==> config.mk <==
export PLATFORM = sky130hd
export DESIGN_NAME = sbus_frame_receiver
export DESIGN_NICKNAME = d
export VERILOG_FILES = /design/src/hw/rtl/sbfr_pkg.sv /design/src/hw/rtl/sbfr_chan_unit.sv /design/src/hw/rtl/sbus_frame_receiver.sv
export SDC_FILE = /design/constraint.sdc
export NUM_CORES = 1
export LEC_CHECK = 0
export BUFFER_PORTS_ARGS = -buffer_cell sky130_fd_sc_hd__buf_2
export CAP_MARGIN = 20
export CELL_PAD_IN_SITES_DETAIL_PLACEMENT = 1
export CELL_PAD_IN_SITES_GLOBAL_PLACEMENT = 1
export CORE_ASPECT_RATIO = 0.75
export CORE_UTILIZATION = 56
export CTS_BUF_LIST = sky130_fd_sc_hd__clkbuf_8 sky130_fd_sc_hd__clkbuf_16
export DETAILED_ROUTE_END_ITERATION = 8
export PLACE_DENSITY_LB_ADDON = 0.1
export RECOVER_POWER = 25
export SLEW_MARGIN = 20
export SYNTH_ARGS = -nofsm -noshare
export SYNTH_HDL_FRONTEND = slang
export SYNTH_SLANG_ARGS = --single-unit
==> constraint.sdc <==
create_clock -name clk -period 16.2 [get_ports clk]
set_input_delay 1.62 -clock clk [delete_from_list [all_inputs] [get_ports clk]]
set_output_delay 1.62 -clock clk [all_outputs]
set_load 0.005 [all_outputs]
==> src/hw/rtl/sbfr_pkg.sv <==
package sbfr_pkg;

  localparam int NUM_CHANNELS  = 16;
  localparam int PAYLOAD_BYTES = 23;
  localparam int CHAN_BITS     = 11;
  localparam int CIDX_W        = 4;
  localparam int POS_W         = 5;
  localparam int PW_W          = 12;
  localparam int STORE_BITS    = PAYLOAD_BYTES * 8;
  localparam int BITOFS_W      = $clog2(STORE_BITS);

  localparam logic [7:0]          SYNC_FOOTER = 8'h00;
  localparam logic [7:0]          SYNC_HEADER = 8'h0F;
  localparam logic [POS_W-1:0]    POS_NONE    = 5'd31;
  localparam logic [POS_W-1:0]    POS_LAST    = POS_W'(PAYLOAD_BYTES - 1);
  localparam logic [CIDX_W-1:0]   CHAN_LAST   = CIDX_W'(NUM_CHANNELS - 1);
  localparam logic [7:0]          TIMEOUT_RST = 8'd10;

  localparam logic [PW_W-1:0]     PW_BASE     = 12'd880;
  localparam logic [CHAN_BITS:0]  RAW_FULL    = 12'd2047;

  localparam logic REQ_BYTE = 1'b0;
  localparam logic REQ_TICK = 1'b1;

endpackage

==> src/hw/rtl/sbfr_chan_unit.sv <==
module sbfr_chan_unit (
  input  logic [sbfr_pkg::STORE_BITS-1:0] payload,
  input  logic [sbfr_pkg::CIDX_W-1:0]     chan,
  output logic [sbfr_pkg::CHAN_BITS-1:0]  raw,
  output logic [sbfr_pkg::PW_W-1:0]       pulse
);

  logic [sbfr_pkg::BITOFS_W-1:0]    bit_ofs;
  logic [2*sbfr_pkg::CHAN_BITS-1:0] scaled;
  logic [sbfr_pkg::CHAN_BITS-1:0]   quot0;
  logic [sbfr_pkg::CHAN_BITS:0]     rem0;
  logic [sbfr_pkg::CHAN_BITS-1:0]   quot;

  // channel c starts at bit 11*c of the payload, lsb first
  assign bit_ofs = (sbfr_pkg::BITOFS_W'(chan) << 3) + (sbfr_pkg::BITOFS_W'(chan) << 1)
                 + sbfr_pkg::BITOFS_W'(chan);
  assign raw = payload[bit_ofs +: sbfr_pkg::CHAN_BITS];

  // raw * 1280
  assign scaled = ({1'b0, raw, 10'b0} + {3'b0, raw, 8'b0});

  // floor(scaled / 2047): estimate with >> 11, one correction step
  assign quot0 = scaled[2*sbfr_pkg::CHAN_BITS-1:sbfr_pkg::CHAN_BITS];
  assign rem0  = {1'b0, scaled[sbfr_pkg::CHAN_BITS-1:0]} + {1'b0, quot0};
  assign quot  = quot0 + sbfr_pkg::CHAN_BITS'(rem0 >= sbfr_pkg::RAW_FULL);

  assign pulse = sbfr_pkg::PW_BASE + sbfr_pkg::PW_W'(quot);

endmodule

==> src/hw/rtl/sbus_frame_receiver.sv <==
// channel   signals                                          direction
// in        in_valid, in_ready, req_type, rx_byte            request in
// out       out_valid, out_ready, channel_index, raw_value,  result out
//           pulse_width_us, channel17, channel18,
//           frame_lost, failsafe, last_of_frame
// cfg       cfg_valid, cfg_ready, frame_timeout_ms           register write
//
// a good footer byte starts a pass of the channel unit over the 16 channels, one result per cycle
// output stalls stretch that pass; in_ready stays low until the last result is loaded
// rst is synchronous, active high; the payload bytes have no reset
module sbus_frame_receiver (
  input  logic                              clk,
  input  logic                              rst,
  input  logic                              in_valid,
  output logic                              in_ready,
  input  logic                              req_type,
  input  logic [7:0]                        rx_byte,
  output logic                              out_valid,
  input  logic                              out_ready,
  output logic [sbfr_pkg::CIDX_W-1:0]       channel_index,
  output logic [sbfr_pkg::CHAN_BITS-1:0]    raw_value,
  output logic [sbfr_pkg::PW_W-1:0]         pulse_width_us,
  output logic                              channel17,
  output logic                              channel18,
  output logic                              frame_lost,
  output logic                              failsafe,
  output logic                              last_of_frame,
  input  logic                              cfg_valid,
  output logic                              cfg_ready,
  input  logic [7:0]                        frame_timeout_ms
);

  typedef enum logic [1:0] {
    PH_WAIT_ZERO = 2'd0,
    PH_WAIT_HDR  = 2'd1,
    PH_PAYLOAD   = 2'd2
  } phase_t;

  typedef enum logic {
    S_IDLE = 1'b0,
    S_EMIT = 1'b1
  } state_t;

  state_t                          state;
  phase_t                          phase, phase_next;
  logic [sbfr_pkg::POS_W-1:0]      byte_position, pos_next, pos_inc;
  logic [7:0]                      idle_ticks, ticks_next, ticks_inc;
  logic [7:0]                      timeout;
  logic [sbfr_pkg::CIDX_W-1:0]     chan_cnt;
  logic [7:0]                      payload_store [sbfr_pkg::PAYLOAD_BYTES];
  logic [sbfr_pkg::STORE_BITS-1:0] payload_vec;
  logic                            store_we;
  logic                            start_emit;
  logic                            in_fire, load_out;
  logic [sbfr_pkg::CHAN_BITS-1:0]  unit_raw;
  logic [sbfr_pkg::PW_W-1:0]       unit_pulse;
  logic [7:0]                      flag_byte;

  assign in_ready  = (state == S_IDLE);
  assign cfg_ready = 1'b1;
  assign in_fire   = in_valid && in_ready;
  assign load_out  = (state == S_EMIT) && (!out_valid || out_ready);
  assign pos_inc   = byte_position + 1'b1;
  assign ticks_inc = (idle_ticks == 8'hFF) ? idle_ticks : idle_ticks + 8'd1;
  assign flag_byte = payload_store[sbfr_pkg::PAYLOAD_BYTES-1];

  always_comb begin
    for (int i = 0; i < sbfr_pkg::PAYLOAD_BYTES; i++) begin
      payload_vec[i*8 +: 8] = payload_store[i];
    end
  end

  always_comb begin
    phase_next = phase;
    pos_next   = byte_position;
    ticks_next = idle_ticks;
    store_we   = 1'b0;
    start_emit = 1'b0;
    if (req_type == sbfr_pkg::REQ_TICK) begin
      ticks_next = ticks_inc;
      if (ticks_inc > timeout) begin
        ticks_next = 8'd0;
        phase_next = PH_WAIT_ZERO;
      end
    end else begin
      ticks_next = 8'd0;
      unique case (phase)
        PH_WAIT_HDR: begin
          phase_next = (rx_byte == sbfr_pkg::SYNC_HEADER) ? PH_PAYLOAD : PH_WAIT_ZERO;
        end
        PH_PAYLOAD: begin
          pos_next = pos_inc;
          if (pos_inc <= sbfr_pkg::POS_LAST) begin
            store_we = 1'b1;
            if (pos_inc == sbfr_pkg::POS_LAST) begin
              phase_next = PH_WAIT_ZERO;
            end
          end else begin
            phase_next = PH_WAIT_ZERO;
          end
        end
        default: begin
          if (rx_byte == sbfr_pkg::SYNC_FOOTER) begin
            start_emit = (byte_position == sbfr_pkg::POS_LAST);
            phase_next = PH_WAIT_HDR;
            pos_next   = sbfr_pkg::POS_NONE;
          end
        end
      endcase
    end
  end

  sbfr_chan_unit u_chan (
    .payload (payload_vec),
    .chan    (chan_cnt),
    .raw     (unit_raw),
    .pulse   (unit_pulse)
  );

  always_ff @(posedge clk) begin
    if (rst) begin
      state          <= S_IDLE;
      phase          <= PH_WAIT_ZERO;
      byte_position  <= sbfr_pkg::POS_NONE;
      idle_ticks     <= 8'd0;
      timeout        <= sbfr_pkg::TIMEOUT_RST;
      chan_cnt       <= '0;
      out_valid      <= 1'b0;
      channel_index  <= '0;
      raw_value      <= '0;
      pulse_width_us <= '0;
      channel17      <= 1'b0;
      channel18      <= 1'b0;
      frame_lost     <= 1'b0;
      failsafe       <= 1'b0;
      last_of_frame  <= 1'b0;
    end else begin
      if (cfg_valid && cfg_ready) begin
        timeout <= frame_timeout_ms;
      end
      if (load_out) begin
        out_valid <= 1'b1;
      end else if (out_ready) begin
        out_valid <= 1'b0;
      end
      unique case (state)
        S_IDLE: begin
          if (in_fire) begin
            phase         <= phase_next;
            byte_position <= pos_next;
            idle_ticks    <= ticks_next;
            if (start_emit) begin
              state    <= S_EMIT;
              chan_cnt <= '0;
            end
          end
        end
        S_EMIT: begin
          if (load_out) begin
            channel_index  <= chan_cnt;
            raw_value      <= unit_raw;
            pulse_width_us <= unit_pulse;
            channel17      <= flag_byte[7];
            channel18      <= flag_byte[6];
            frame_lost     <= flag_byte[5];
            failsafe       <= flag_byte[4];
            last_of_frame  <= (chan_cnt == sbfr_pkg::CHAN_LAST);
            if (chan_cnt == sbfr_pkg::CHAN_LAST) begin
              state    <= S_IDLE;
              chan_cnt <= '0;
            end else begin
              chan_cnt <= chan_cnt + 1'b1;
            end
          end
        end
        default: begin
          state <= S_IDLE;
        end
      endcase
    end
  end

  always_ff @(posedge clk) begin
    if (in_fire && store_we) begin
      payload_store[pos_inc] <= rx_byte;
    end
  end

  a_idle_cnt_zero: assert property (@(posedge clk) disable iff (rst)
    state == S_IDLE |-> chan_cnt == '0)
    else $error("channel counter not cleared outside a frame pass");

  a_payload_pos: assert property (@(posedge clk) disable iff (rst)
    phase == PH_PAYLOAD |-> (byte_position < sbfr_pkg::POS_LAST ||
                             byte_position == sbfr_pkg::POS_NONE))
    else $error("payload phase with byte position at or past the last byte");

  a_footer_starts: assert property (@(posedge clk) disable iff (rst)
    in_fire && start_emit |=> state == S_EMIT && chan_cnt == '0 &&
                              byte_position == sbfr_pkg::POS_NONE)
    else $error("good footer did not start a frame pass");

  a_last_ends: assert property (@(posedge clk) disable iff (rst)
    load_out && chan_cnt == sbfr_pkg::CHAN_LAST |=> state == S_IDLE && last_of_frame)
    else $error("last channel did not close the frame pass");

endmodule
==> results by group <==
Timing
  – Final TNS setup: 0 ns
  – Period minus WS final: 10.92 ns
  – Clock Skew: 0.0411 ns
  – Fmax: 0.0916 GHz
  – Worst-Margin Slew: 2.02 ns
  – Slew Limit Fails: 178
  – Setup-failing EPs final: 0
  – Crit share post-route: 67.4%
  – Final Hold Fails: 0
  – Relative slew margins: -34.4%
  – RSZ-0062 raised after global routing: false

Routing
  – DRT Wirelength: 60,400 um
  – Metal3 WL: 6720 um
  – Met2 Wirelength: 25,700 um
  – Routed length per instance: 28.5 um
  – Initial DRC count: 1,603
  – Via count: 14,800
  – Antenna Nets Post-Route: 0
  – Residual DRC count: 0
  – Via/cell ratio: 6.97
  – Metal-1 WL: 26,700 um
  – Max layer used: met4
  – First-pass DRT Iterations: 5

Synthesis
  – Post-synth top cells: mux2i_1, edfxtp_1, nand2_1, nor2_1, mux4_2
  – Flops & latches, synth: 245
  – Synth Instances: 1,691
  – Synth top area share: 29.8%
  – Synthesized Nets: 1,755
  – Share of flip-flops with an asynchronous set or reset: 0%
  – Syn. warnings: 0
  – Largest area contributor in the netlist: edfxtp_1
  – Most common cell in the netlist: mux2i_1
  – Top cells by area, synth: edfxtp_1, mux4_2, mux2i_1
  – Netlist cell types: 84
  – Seq/Total Area, Yosys: 36.4%
  – Syn avg cell area: 11.0 um^2
  – Post-synth EDFFs: 184
  – Mapped Area: 18,600 um^2
  – Post-synth top flop: edfxtp_1

Status
  – Outcome: finished with violations
  – Failing checks: max-capacitance violations, max-slew violations

Clock tree
  – TritonCTS buffer count: 24
  – Clock-pin slew of the registers on the worst-case setup and hold paths: 0.07 ns
  – TritonCTS clock tree: yes
  – Worst-Skew Late Latency: 0.57 ns
  – Post-CTS setup buffers: 0
  – CTS sink cnt: 245
  – Resize count post-CTS: 0
  – Clock buffer depth: 3
  – Root buffer cell: clkbuf_16
  – Htree depth: 1
  – CTS Hold Bufs: 0

Die
  – Die area: 33,900 um^2
  – Die extent in y: 160 um
  – IO Pins: 57
  – Die Wd: 212 um
  – Row count: 57
  – Placeable Area: 32,500 um^2
  – Initial core utilization: 57.1%

Pwr
  – Power per cell area: 67.4 nW/um^2
  – Clock Power Share: 46.8%
  – Logic gate share of total power: 2.2%
  – Flop pwr share: 50.9%
  – Sw power: 0.278 mW
  – Peak supply drop: 0.000101 V
  – Switch share: 21.0%
  – Static leakage: 6.91 nW
  – Pint: 1.05 mW

Worst hold path
  – Hold Crit Class: flip-flop to flip-flop
  – Hold depth: 2

Place
  – Detailed Place HPWL: 42,100 um
  – RePlAce Congestion: 0.945
  – Port Buf Inserts: 55

Final layout
  – Synthesis-to-finish area growth: 6.13%
  – Ant. Diodes: 0
  – Fraction of layout cells with a size suffix above 1: 20.3%
  – Fin util: 60.6%
  – Nets: 1,724

Worst setup path
  – Worst reg2reg path depth: 33
  – Crit Path Max Fanout: 48
  – Worst setup SP type: flip-flop
  – Required time of the critical path: 16.66 ns
  – Worst path slowest cell: fa_4
  – CP Class: flip-flop to flip-flop
  – CP arrival: 11.38 ns
  – Max stage delay on crit path: 1.23 ns
  – Setup crit end kind: flip-flop

Global routing
  – Largest net degree at the start of global routing: 76
  – Vias in the first global route: 14,900
  – Gr ovfl total: 0
  – GRT Total Usage: 36.3%
  – First-pass GRT wire length: 92,500 um
  – Initial antenna violation count: 1

Flow run
  – Max Cap Viol: 7
-- worst max-delay path: cells and delay by family, from the launching register on --
kind                       cells  cell delay (ns)
adders and majority gates      6             3.06
muxes                          2             0.98
and+or+nand+nor                6             1.28
AOI/OAI and AO/OA             13             2.61
xor gates and xnor gates       3             0.58
buffers and inverters          3             1.58
DFF                            1             0.65
-- per-stage QoR --
stage	hold slack (ns)	cell area [um^2]	total power [mW]	worst slack [ns]	cells
global route	0.486	19700	1.35	4.62	2120
floorplan	0.448	18600	0.700	7.66	1691
global placement	0.439	18800	0.718	5.66	2076
detailed placement	0.448	18800	0.719	5.45	2076
finish	0.458	19700	1.33	5.28	2120
CTS	0.457	19700	1.33	5.37	2120
-- path summary, 6_finish.rpt --
kind | start | to | slack (ns)
max | chan_cnt[0] | pulse_width_us[11] | 5.28
min | pulse_width_us[6] | pulse_width_us[6] | 0.46
max reg2reg | chan_cnt[0] | pulse_width_us[11] | 5.28
min reg2reg | pulse_width_us[6] | pulse_width_us[6] | 0.46
-- layout by cell type, fill, tap and decap left out, types with 6 or more instances in the layout --
cell	netlist	final
nor2_1	155	154
nand2b_1	10	10
o21a_1	11	11
o21ai_0	67	67
buf_4	6	18
and3_1	10	10
xor2_1	7	7
buf_2	48	51
a311oi_1	7	7
o31ai_1	8	8
o211ai_1	19	19
ha_1	38	36
a21o_1	6	6
edfxtp_1	184	184
nand2_1	182	182
mux4_2	136	136
a211oi_1	37	37
a21oi_1	95	95
clkbuf_1	43	7
nor2b_1	18	18
a31oi_1	7	7
nand4_1	13	13
mux2i_1	191	191
or3_1	7	7
a2bb2oi_1	6	6
bufinv_16	0	6
nor3_1	14	14
nor4_1	6	6
o22ai_1	9	9
dfxtp_1	61	60
mux2_2	72	72
inv_1	28	28
clkbuf_16	0	24
nand3_1	34	34
xnor2_1	20	19
and2_1	13	13
-- sequential cells by signal, summed over array words and instances, names as in the netlist --
signal          count
pulse_width_us     12
out_valid           1
failsafe            1
idle_ticks          8
last_of_frame       1
channel17           1
raw_value          11
byte_position       5
channel_index       4
payload_store     184
frame_lost          1
chan_cnt            4
phase               2
timeout             8
channel18           1
state               1
-- power groups by stage --
stage	clock, mW	combinational [mW]	sequential, mW
2_1_floorplan	0	0.0107	0.689
3_3_place_gp	0	0.0288	0.689
3_5_place_dp	0	0.0296	0.689
4_1_cts	0.625	0.0298	0.676
5_1_grt	0.645	0.0316	0.676
6_report	0.621	0.0297	0.676
-- kinds of logic (layout without fill, tap and decap cells) --
family	Yosys count	after routing	share of synthesized area, %
other	1	1	0.0202
adders and majority gates	43	43	3.05
AOI/OAI and AO/OA	323	323	11.2
and+or+nand+nor	485	485	11.7
buffers and inverters	164	151	4.73
xor gates and xnor gates	29	29	1.48
muxes	401	401	31.5
DFF	245	245	36.4
-- layer usage --
| layer | up-vias | global-route usage (%) |
|---|---|---|
| li1 | 6427 | - |
| met1 | 7498 | 55.3 |
| met2 | 767 | 51.5 |
| met3 | 86 | 10.2 |
| met4 | 0 | 7.71 |
| met5 | - | 0 |
-- final cells by class --
cell class                 count  area [um^2]
tap                          442          553
fill                        3379        12800
timing repair buffer          77          428
multi-input combinational   1282        11000
clock inverter                20          262
sequential                   245         6750
inverter                      30          115
clock buffer                  24          601
Power figures use the tool's default switching activity.
